<file path="config.mk">
export PLATFORM = sky130hd
export DESIGN_NAME = priority_task_queue_dispatch_flat
export DESIGN_NICKNAME = d
export VERILOG_FILES = /design/src/hw/rtl/ptqd_pkg.sv /design/src/hw/rtl/ptqd_if.sv /design/src/hw/rtl/ptqd_queue_cell.sv /design/src/hw/rtl/ptqd_stack_cell.sv /design/src/hw/rtl/priority_task_queue_dispatch.sv /design/src/flat_wrapper.sv
export SDC_FILE = /design/constraint.sdc
export NUM_CORES = 1
export LEC_CHECK = 0
export ABC_AREA = 1
export BUFFER_PORTS_ARGS = -buffer_cell sky130_fd_sc_hd__clkbuf_2
export CAP_MARGIN = 0
export CORE_ASPECT_RATIO = 1.25
export CORE_MARGIN = 5
export CORE_UTILIZATION = 45
export CTS_BUF_LIST = sky130_fd_sc_hd__clkbuf_4
export CTS_CLUSTER_SIZE = 16
export DETAILED_ROUTE_END_ITERATION = 16
export PLACE_DENSITY_LB_ADDON = 0.15
export SLEW_MARGIN = 20
export SYNTH_ARGS = -nofsm -noshare
export SYNTH_HDL_FRONTEND = slang
export SYNTH_SLANG_ARGS = --single-unit
export TNS_END_PERCENT = 100
</file>
<file path="constraint.sdc">
create_clock -name clk -period 5.66 [get_ports clk]
set_clock_uncertainty 0.1 [all_clocks]
set_input_delay 0 -clock clk [delete_from_list [all_inputs] [get_ports clk]]
set_output_delay 0 -clock clk [all_outputs]
set_load 0.01 [all_outputs]
</file>
<file path="src/hw/rtl/ptqd_pkg.sv">
`default_nettype none

package ptqd_pkg;

  // Sizing
  localparam int QUEUE_DEPTH = 16;
  localparam int NEST_LIMIT  = 8;
  localparam int QCNT_W      = $clog2(QUEUE_DEPTH + 1);
  localparam int DEP_W       = $clog2(NEST_LIMIT + 1);

  // Fixed field widths
  localparam int TAG_W   = 16;
  localparam int LVL_W   = 8;
  localparam int COUNT_W = 5;

  localparam logic [LVL_W-1:0] IDLE_LEVEL = '1;

  typedef enum logic [1:0] {
    OP_ADD      = 2'd0,
    OP_DISPATCH = 2'd1,
    OP_FINISH   = 2'd2,
    OP_NONE     = 2'd3
  } op_t;

  typedef enum logic [2:0] {
    ST_QUEUED     = 3'd0,
    ST_FULL       = 3'd1,
    ST_DISPATCHED = 3'd2,
    ST_NONE_ELIG  = 3'd3,
    ST_RESTORED   = 3'd4,
    ST_NOT_RUN    = 3'd5
  } status_t;

  // One queued task
  typedef struct packed {
    logic [TAG_W-1:0] tag;
    logic [LVL_W-1:0] level;
  } entry_t;

  // Broadcast to every queue cell
  typedef struct packed {
    logic   add;
    logic   pop;
    entry_t ins;
  } qctrl_t;

  // Broadcast to every stack cell
  typedef struct packed {
    logic push;
    logic pop;
  } sctrl_t;

endpackage

`default_nettype wire

</file>
<file path="src/hw/rtl/ptqd_if.sv">
`default_nettype none

// Request channel
interface ptqd_in_if;
  logic                         valid;
  logic                         ready;
  logic [1:0]                   op;
  logic [ptqd_pkg::TAG_W-1:0]   task_tag;
  logic [ptqd_pkg::LVL_W-1:0]   priority_req;

  modport source (output valid, op, task_tag, priority_req, input ready);
  modport sink   (input valid, op, task_tag, priority_req, output ready);
endinterface

// Result channel
interface ptqd_out_if;
  logic                         valid;
  logic                         ready;
  logic [2:0]                   status;
  logic [ptqd_pkg::TAG_W-1:0]   out_tag;
  logic [ptqd_pkg::LVL_W-1:0]   out_priority;
  logic [ptqd_pkg::LVL_W-1:0]   running_level;
  logic [ptqd_pkg::COUNT_W-1:0] queued_count;

  modport source (output valid, status, out_tag, out_priority, running_level,
                  queued_count, input ready);
  modport sink   (input valid, status, out_tag, out_priority, running_level,
                  queued_count, output ready);
endinterface

`default_nettype wire

</file>
<file path="src/hw/rtl/ptqd_queue_cell.sv">
`default_nettype none

// One slot of the sorted queue. Decides locally whether to hold, take the
// new task, take the left neighbor (insert shift) or the right one (pop).
module ptqd_queue_cell (
  input  wire logic              clk,
  input  wire ptqd_pkg::qctrl_t  ctrl,
  input  wire logic              occ,
  input  wire logic              left_gt,
  input  wire ptqd_pkg::entry_t  left_data,
  input  wire ptqd_pkg::entry_t  right_data,
  output ptqd_pkg::entry_t       data,
  output logic                   gt
);

  ptqd_pkg::entry_t data_r;
  ptqd_pkg::entry_t data_nxt;

  // Slot is at or past the insert point: empty, or strictly less urgent
  assign gt = !occ || (data_r.level > ctrl.ins.level);

  always_comb begin
    data_nxt = data_r;
    if (ctrl.add && gt) begin
      data_nxt = left_gt ? left_data : ctrl.ins;
    end else if (ctrl.pop) begin
      data_nxt = right_data;
    end
  end

  always_ff @(posedge clk) begin
    data_r <= data_nxt;
  end

  assign data = data_r;

endmodule

`default_nettype wire

</file>
<file path="src/hw/rtl/ptqd_stack_cell.sv">
`default_nettype none

// One slot of the saved-level stack; top of stack is slot 0.
module ptqd_stack_cell (
  input  wire logic                        clk,
  input  wire ptqd_pkg::sctrl_t            ctrl,
  input  wire logic [ptqd_pkg::LVL_W-1:0]  left_level,
  input  wire logic [ptqd_pkg::LVL_W-1:0]  right_level,
  output logic [ptqd_pkg::LVL_W-1:0]       level
);

  logic [ptqd_pkg::LVL_W-1:0] level_r;
  logic [ptqd_pkg::LVL_W-1:0] level_nxt;

  always_comb begin
    level_nxt = level_r;
    if (ctrl.push) begin
      level_nxt = left_level;
    end else if (ctrl.pop) begin
      level_nxt = right_level;
    end
  end

  always_ff @(posedge clk) begin
    level_r <= level_nxt;
  end

  assign level = level_r;

endmodule

`default_nettype wire

</file>
<file path="src/hw/rtl/priority_task_queue_dispatch.sv">
`default_nettype none

// Priority task queue with dispatch and preemption level.
// in_if carries one request word (op, task_tag, priority_req); out_if returns
// one result word (status, out_tag, out_priority, running_level,
// queued_count) per request. An op of 3 is accepted and dropped silently.
// Tasks sit in a row of queue cells, sorted with head in cell 0; each cell
// compares itself to the new priority, so an add, a dispatch or a finish
// completes in the cycle the word is accepted. Saved levels live in a row
// of stack cells that shift on dispatch and finish.
// The result is valid in the cycle after acceptance. Throughput: one request
// per cycle while the receiver keeps out_if.ready high.
// The result sits in an output register; in_if.ready stays high while that
// register is empty or being drained, so a stalled receiver holds the result
// and stops further requests after one.
// Reset (rst_n low, synchronous): queue empty, no nesting, level idle (255).
module priority_task_queue_dispatch (
  input  wire logic  clk,
  input  wire logic  rst_n,
  ptqd_in_if.sink    in_if,
  ptqd_out_if.source out_if
);

  localparam int QD = ptqd_pkg::QUEUE_DEPTH;
  localparam int NL = ptqd_pkg::NEST_LIMIT;

  // Control state
  logic [ptqd_pkg::QCNT_W-1:0] fill_r, fill_nxt;
  logic [ptqd_pkg::DEP_W-1:0]  depth_r, depth_nxt;
  logic [ptqd_pkg::LVL_W-1:0]  cur_r, cur_nxt;
  logic                        out_valid_r;

  // Result register
  ptqd_pkg::status_t           res_status_r, res_status_nxt;
  ptqd_pkg::entry_t            res_entry_r, res_entry_nxt;
  logic [ptqd_pkg::LVL_W-1:0]  res_level_r;
  logic [ptqd_pkg::QCNT_W-1:0] res_fill_r;

  ptqd_pkg::qctrl_t qctrl;
  ptqd_pkg::sctrl_t sctrl;
  ptqd_pkg::entry_t q_data [QD];
  logic             q_gt   [QD];
  logic [ptqd_pkg::LVL_W-1:0] s_level [NL];

  logic accept;
  logic full, can_dispatch;
  ptqd_pkg::op_t op;

  assign in_if.ready = !out_valid_r || out_if.ready;
  assign accept      = in_if.valid && in_if.ready;
  assign op          = ptqd_pkg::op_t'(in_if.op);

  assign full         = (fill_r == ptqd_pkg::QCNT_W'(QD));
  assign can_dispatch = (fill_r != '0) && (q_data[0].level < cur_r) &&
                        (depth_r < ptqd_pkg::DEP_W'(NL));

  // Operation decode and next state
  always_comb begin
    qctrl.add       = 1'b0;
    qctrl.pop       = 1'b0;
    qctrl.ins.tag   = in_if.task_tag;
    qctrl.ins.level = in_if.priority_req;
    sctrl.push      = 1'b0;
    sctrl.pop       = 1'b0;
    fill_nxt        = fill_r;
    depth_nxt       = depth_r;
    cur_nxt         = cur_r;
    res_status_nxt  = ptqd_pkg::ST_NOT_RUN;
    res_entry_nxt   = '0;
    case (op)
      ptqd_pkg::OP_ADD: begin
        if (full) begin
          res_status_nxt = ptqd_pkg::ST_FULL;
        end else begin
          qctrl.add      = accept;
          fill_nxt       = fill_r + 1'b1;
          res_status_nxt = ptqd_pkg::ST_QUEUED;
        end
      end
      ptqd_pkg::OP_DISPATCH: begin
        if (can_dispatch) begin
          qctrl.pop      = accept;
          sctrl.push     = accept;
          fill_nxt       = fill_r - 1'b1;
          depth_nxt      = depth_r + 1'b1;
          cur_nxt        = q_data[0].level;
          res_entry_nxt  = q_data[0];
          res_status_nxt = ptqd_pkg::ST_DISPATCHED;
        end else begin
          res_status_nxt = ptqd_pkg::ST_NONE_ELIG;
        end
      end
      ptqd_pkg::OP_FINISH: begin
        if (depth_r != '0) begin
          sctrl.pop      = accept;
          depth_nxt      = depth_r - 1'b1;
          cur_nxt        = s_level[0];
          res_status_nxt = ptqd_pkg::ST_RESTORED;
        end
      end
      default: begin
      end
    endcase
  end

  // Queue cell row, head in cell 0
  for (genvar i = 0; i < QD; i++) begin : g_q
    ptqd_pkg::entry_t left_d, right_d;
    logic             left_g;
    if (i == 0) begin : g_first
      assign left_d = q_data[i];
      assign left_g = 1'b0;
    end else begin : g_mid
      assign left_d = q_data[i-1];
      assign left_g = q_gt[i-1];
    end
    if (i == QD - 1) begin : g_last
      assign right_d = q_data[i];
    end else begin : g_inner
      assign right_d = q_data[i+1];
    end
    ptqd_queue_cell u_cell (
      .clk        (clk),
      .ctrl       (qctrl),
      .occ        (ptqd_pkg::QCNT_W'(i) < fill_r),
      .left_gt    (left_g),
      .left_data  (left_d),
      .right_data (right_d),
      .data       (q_data[i]),
      .gt         (q_gt[i])
    );
  end

  // Saved-level stack row, top in cell 0
  for (genvar j = 0; j < NL; j++) begin : g_s
    logic [ptqd_pkg::LVL_W-1:0] left_l, right_l;
    if (j == 0) begin : g_first
      assign left_l = cur_r;
    end else begin : g_mid
      assign left_l = s_level[j-1];
    end
    if (j == NL - 1) begin : g_last
      assign right_l = s_level[j];
    end else begin : g_inner
      assign right_l = s_level[j+1];
    end
    ptqd_stack_cell u_cell (
      .clk         (clk),
      .ctrl        (sctrl),
      .left_level  (left_l),
      .right_level (right_l),
      .level       (s_level[j])
    );
  end

  // Control registers
  always_ff @(posedge clk) begin
    if (!rst_n) begin
      fill_r      <= '0;
      depth_r     <= '0;
      cur_r       <= ptqd_pkg::IDLE_LEVEL;
      out_valid_r <= 1'b0;
    end else begin
      if (accept) begin
        fill_r  <= fill_nxt;
        depth_r <= depth_nxt;
        cur_r   <= cur_nxt;
      end
      if (accept && (op != ptqd_pkg::OP_NONE)) begin
        out_valid_r <= 1'b1;
      end else if (out_if.ready) begin
        out_valid_r <= 1'b0;
      end
    end
  end

  // Result word
  always_ff @(posedge clk) begin
    if (accept && (op != ptqd_pkg::OP_NONE)) begin
      res_status_r <= res_status_nxt;
      res_entry_r  <= res_entry_nxt;
      res_level_r  <= cur_nxt;
      res_fill_r   <= fill_nxt;
    end
  end

  assign out_if.valid         = out_valid_r;
  assign out_if.status        = res_status_r;
  assign out_if.out_tag       = res_entry_r.tag;
  assign out_if.out_priority  = res_entry_r.level;
  assign out_if.running_level = res_level_r;
  assign out_if.queued_count  = ptqd_pkg::COUNT_W'(res_fill_r);

endmodule

`default_nettype wire

</file>
<file path="src/flat_wrapper.sv">
// flat-port wrapper written by rule: the top's interface ports become plain ports
module priority_task_queue_dispatch_flat 
  (clk, rst_n, in_if_valid, in_if_op, in_if_task_tag, in_if_priority_req, in_if_ready, out_if_valid, out_if_status, out_if_out_tag, out_if_out_priority, out_if_running_level, out_if_queued_count, out_if_ready);
  ptqd_in_if in_if_i ();
  ptqd_out_if out_if_i ();
  input  wire logic clk;
  input  wire logic rst_n;
  input wire logic [$bits(in_if_i.valid)-1:0] in_if_valid;
  input wire logic [$bits(in_if_i.op)-1:0] in_if_op;
  input wire logic [$bits(in_if_i.task_tag)-1:0] in_if_task_tag;
  input wire logic [$bits(in_if_i.priority_req)-1:0] in_if_priority_req;
  output wire logic [$bits(in_if_i.ready)-1:0] in_if_ready;
  output wire logic [$bits(out_if_i.valid)-1:0] out_if_valid;
  output wire logic [$bits(out_if_i.status)-1:0] out_if_status;
  output wire logic [$bits(out_if_i.out_tag)-1:0] out_if_out_tag;
  output wire logic [$bits(out_if_i.out_priority)-1:0] out_if_out_priority;
  output wire logic [$bits(out_if_i.running_level)-1:0] out_if_running_level;
  output wire logic [$bits(out_if_i.queued_count)-1:0] out_if_queued_count;
  input wire logic [$bits(out_if_i.ready)-1:0] out_if_ready;
  assign in_if_i.valid = in_if_valid;
  assign in_if_i.op = in_if_op;
  assign in_if_i.task_tag = in_if_task_tag;
  assign in_if_i.priority_req = in_if_priority_req;
  assign in_if_ready = in_if_i.ready;
  assign out_if_valid = out_if_i.valid;
  assign out_if_status = out_if_i.status;
  assign out_if_out_tag = out_if_i.out_tag;
  assign out_if_out_priority = out_if_i.out_priority;
  assign out_if_running_level = out_if_i.running_level;
  assign out_if_queued_count = out_if_i.queued_count;
  assign out_if_i.ready = out_if_ready;
  priority_task_queue_dispatch u_core (.clk(clk), .rst_n(rst_n), .in_if(in_if_i), .out_if(out_if_i));
endmodule
</file>
==> reports/qor.csv <==
metric,value,unit
result_of_the_run,completed,
report.final.slew_viol_count,0,
synthArstFlopShare,0,%
dominantRegCellSynth,sky130_fd_sc_hd__edfxtp_1,
power.clock.fraction,33.7,%
detailroute.wirelength.met2,46200,um
antenna_found_initial,5,
netlist-cell-type-count,39,
layout-drive-gt1-share,10.2,%
rows,104,
master_cell_of_the_clock_root_buffer,sky130_fd_sc_hd__clkbuf_4,
htree_levels,4,
synthAdderAreaFrac,6.30,%
cts_buffers,136,
die_w,237,um
vdd_ir_drop_max,0.000150,V
largest_net_degree_at_the_start_of_global_routing,70,
design.die.area,69900,um2
worst_ep_arrival_time,4.69,ns
post_cts.repair.setup_buffers,0,
path_max_fanout,26,
power_per_cell_area,304,nW/um2
first_global_vias,24922,
synthesized_area_fraction_occupied_by_ao_oa_aoi_and_oai_cells,8.73,%
layout_setup_ws,1.57,ns
routed_vias,25438,
seq_power_share,47.7,%
clock.fmax,244,MHz
final_design_area_no_fill,32200,um2
synth-seq-cells,506,
post_drt_wl_per_cell,21.9,um
drtAntennaViolNets,0,
timing.critical_path.slowest_stage_cell,sky130_fd_sc_hd__nand2_1,
min_path_cells,6,
setup_slack_reg_to_reg,1.68,ns
cts.hold.buffers_added,62,
worst_hold_startpoint,in_if_priority_req[7],
synth_xor_xnor_area_share,0.181,%
fp.coreArea,64300,um2
topRoutingLayerUsed,met4,
timing.hold.worst_endpoint,u_core.g_q[12].u_cell.data[7],
power.switching,3.13,mW
rsz0062_at_grt,false,
synth_mux_area_share,0,%
worst_hold_path_type,input port to register,
totalNegativeSetupSlack,0,ns
period_utilization_post_route,72.3,%
cpLargestDelayFamily,buffers and inverters,
routed_wl,100000,um
place_hpwl,69900,um
tritoncts,built,
reg2reg_from,u_core.fill_r[0],
clk_pin_slew_worst_paths,0.07,ns
cap_violations,0,
synth_edf_count,488,
portbufs,71,
globalRouteTotalUtil,28.0,%
worst-setup-path-type,input port to register,
final.min_clock_period,4.09,ns
worst_pin_slew,1.19,ns
die_height,294,um
worstSkewPairLatency,1.00,ns
timing.critical_path.required,6.26,ns
io-pin-count,72,
timing.slew.headroom,20.4,%
met3_wirelength,8670,um
pre_cts_slack,1.44,ns
switching_share,32.0,%
p_leak,14.9,nW
synth-seq-area-share,51.6,%
power.internal,6.64,mW
critical_path.reg2reg.endpoint,u_core.g_s[1].u_cell.level[2],
vias_per_cell,5.55,
area_delta_synth_final,10.5,%
post_cts.resized_instances,0,
report.final.hold_viol_count,0,
initialDrtViolationCount,2766,
synthesis.area_per_instance,8.29,um2
finalNetCount,3809,
cts.path.max_buffers,3,
tritoncts_num_sinks,506,
path_buf_inv,6,
dpl-instance-area,29800,um2
met1_routed_wirelength_after_detailed_routing,39500,um
grt_overflow_total,0,
synth_warnings,0,
end_kind,register,
gp_congestion,0.989,
setup_viol_count_final,0,
synth.net_count,3685,
synthCells,3509,
reg2reg_depth,10,
final_instance_count_without_filler_cells,4583,
synth_top_family_by_area,simple AND/OR/NAND/NOR gates,
crit_path_max_incr_delay,0.75,ns
critical_path.startpoint_type,input port,
post-place-cells,4280,
yosys.area_share.simple,27.0,%
first_pass_iters,6,
grt_first_pass_wirelength,148000,um
floorplan.initialDensity,45.3,%
drc_errors,0,
crit_cells,14,
path_cells,dlygate4sd3_1 > dlygate4sd3_1 > clkbuf_2 > inv_1 > buf_4 > ha_1 > a21oi_1 > nand3b_1 > nand3_1 > nand2_2 > nand2_2 > nand2_1 > nand2_1 > buf_4,
power.share.combinational,18.5,%
post_synth_instance_area,29100,um2
==> worst register-to-register path, delay by kind of cell, from the launching register on <==
kind | cells | cell delay [ns]
and+or+nand+nor | 5 | 1.01
buffers and inverters | 3 | 0.86
adders and majority gates | 1 | 0.28
AOI/OAI and AO/OA | 1 | 0.77
DFF | 1 | 0.60
==> layout by cell type, fill, tap and decap left out, types with 2 or more instances in the layout <==
master | Yosys | routed
sky130_fd_sc_hd__nand2_1 | 1751 | 1750
sky130_fd_sc_hd__edfxtp_1 | 488 | 488
sky130_fd_sc_hd__o21ai_0 | 349 | 349
sky130_fd_sc_hd__clkbuf_4 | 0 | 192
sky130_fd_sc_hd__inv_1 | 174 | 174
sky130_fd_sc_hd__ha_1 | 145 | 145
sky130_fd_sc_hd__nand3_1 | 105 | 105
sky130_fd_sc_hd__a21oi_1 | 81 | 79
sky130_fd_sc_hd__clkbuf_2 | 1 | 71
sky130_fd_sc_hd__dlygate4sd3_1 | 0 | 62
sky130_fd_sc_hd__nor2_1 | 56 | 55
sky130_fd_sc_hd__buf_4 | 26 | 41
sky130_fd_sc_hd__o21ai_1 | 38 | 38
sky130_fd_sc_hd__nand4_1 | 27 | 27
sky130_fd_sc_hd__clkinv_1 | 0 | 27
sky130_fd_sc_hd__inv_2 | 19 | 20
sky130_fd_sc_hd__dfxtp_1 | 18 | 18
sky130_fd_sc_hd__nand2_2 | 13 | 14
sky130_fd_sc_hd__o21a_1 | 12 | 12
sky130_fd_sc_hd__nor2_8 | 8 | 8
sky130_fd_sc_hd__a21boi_0 | 6 | 6
sky130_fd_sc_hd__clkinvlp_4 | 0 | 6
sky130_fd_sc_hd__diode_2 | 0 | 5
sky130_fd_sc_hd__nor2_4 | 4 | 5
sky130_fd_sc_hd__xnor2_1 | 4 | 4
sky130_fd_sc_hd__nand3b_1 | 3 | 3
sky130_fd_sc_hd__a21oi_4 | 1 | 3
sky130_fd_sc_hd__clkinv_2 | 0 | 3
sky130_fd_sc_hd__xor2_1 | 2 | 2
sky130_fd_sc_hd__nand3_2 | 3 | 2
sky130_fd_sc_hd__o21ai_2 | 2 | 2
sky130_fd_sc_hd__bufinv_16 | 0 | 2
sky130_fd_sc_hd__inv_6 | 0 | 2
sky130_fd_sc_hd__clkinv_4 | 0 | 2
sky130_fd_sc_hd__buf_12 | 0 | 2
==> layer usage <==
| layer | track usage [%] | up-vias |
|---|---|---|
| met1 | 34.8 | 11955 |
| met4 | 15.3 | 0 |
| met2 | 45.0 | 1263 |
| met5 | 0 | - |
| li1 | - | 11894 |
| met3 | 6.80 | 326 |
==> state kept, by name, indices dropped and copies added (netlist names) <==
| name | count |
|---|---|
| u_core.out_if.valid | 1 |
| u_core.fill_r | 5 |
| u_core.out_if.running_level | 8 |
| u_core.depth_r | 4 |
| u_core.cur_r | 8 |
| u_core.out_if.status | 3 |
| u_core.g_s.u_cell.level | 64 |
| u_core.out_if.out_priority | 8 |
| u_core.out_if.queued_count | 5 |
| u_core.g_q.u_cell.data | 384 |
| u_core.out_if.out_tag | 16 |
==> cells in the mapped netlist, types with 2 or more instances <==
library cell,instances,area (um2)
sky130_fd_sc_hd__inv_2,19,71.3
sky130_fd_sc_hd__o21ai_2,2,17.5
sky130_fd_sc_hd__buf_1,4,15.0
sky130_fd_sc_hd__xor2_1,2,17.5
sky130_fd_sc_hd__o21ai_0,349,1750
sky130_fd_sc_hd__dfxtp_1,18,360
sky130_fd_sc_hd__ha_1,145,1810
sky130_fd_sc_hd__clkbuf_1,70,263
sky130_fd_sc_hd__o21a_1,12,90.1
sky130_fd_sc_hd__nor2_4,4,45.0
sky130_fd_sc_hd__nand4_1,27,169
sky130_fd_sc_hd__nor2_8,8,160
sky130_fd_sc_hd__a21boi_0,6,45.0
sky130_fd_sc_hd__nand2_1,1751,6570
sky130_fd_sc_hd__nand2_2,13,81.3
sky130_fd_sc_hd__buf_6,24,270
sky130_fd_sc_hd__buf_2,65,325
sky130_fd_sc_hd__nor2_1,56,210
sky130_fd_sc_hd__o21ai_1,38,190
sky130_fd_sc_hd__nand3b_1,3,22.5
sky130_fd_sc_hd__nand3_1,105,526
sky130_fd_sc_hd__inv_1,174,653
sky130_fd_sc_hd__a21oi_1,81,405
sky130_fd_sc_hd__nand3_2,3,30.0
sky130_fd_sc_hd__buf_4,26,195
sky130_fd_sc_hd__edfxtp_1,488,14700
sky130_fd_sc_hd__xnor2_1,4,35.0
==> cell families after synthesis <==
kind of cell    after synthesis
flops                       506
compound gates              493
xor+xnor                      6
fa+ha+maj                   146
simple gates               1974
buf+inv                     384
==> area by class of cell <==
cell class	count	area [um2]
Multi-Input combinational cell	2619	12300
Clock buffer	192	1440
Tap cell	848	1060
Fill cell	6250	32100
Inverter	194	736
Clock inverter	43	260
Sequential cell	506	15000
Antenna cell	5	12.5
Timing Repair Buffer	176	1320
==> how the worst max path moves through the flow <==
stage	startpoint	end	slack, ns
2_1_floorplan	u_core.g_q[0].u_cell.data[7]	u_core.g_s[0].u_cell.level[0]	0.90
3_3_place_gp	in_if_priority_req[5]	u_core.g_q[12].u_cell.data[4]	1.53
3_5_place_dp	in_if_priority_req[5]	u_core.g_q[12].u_cell.data[4]	1.44
4_1_cts	in_if_priority_req[5]	u_core.g_q[12].u_cell.data[0]	1.39
5_1_grt	in_if_priority_req[5]	u_core.g_q[10].u_cell.data[22]	1.36
6_report	in_if_priority_req[5]	u_core.g_q[11].u_cell.data[16]	1.57
==> power groups by stage <==
stage	Combinational (mW)	Sequential, mW	Clock (mW)
3_5_place_dp	1.74	4.74	0
3_3_place_gp	1.71	4.74	0
4_1_cts	1.79	4.66	3.37
6_report	1.81	4.66	3.30
2_1_floorplan	1.24	4.64	0
5_1_grt	2.01	4.67	3.58
==> metrics by stage <==
step           hold slack, ns  power (mW)  utilization, %
6_report               0.0880        9.78            50.0
5_1_grt                0.0551        10.3            50.0
4_1_cts             0.0000494        9.81            50.0
3_5_place_dp            0.175        6.48            46.4
3_3_place_gp            0.170        6.45            46.4
2_1_floorplan        -0.00237        5.88               -
Power figures use the tool's default switching activity.
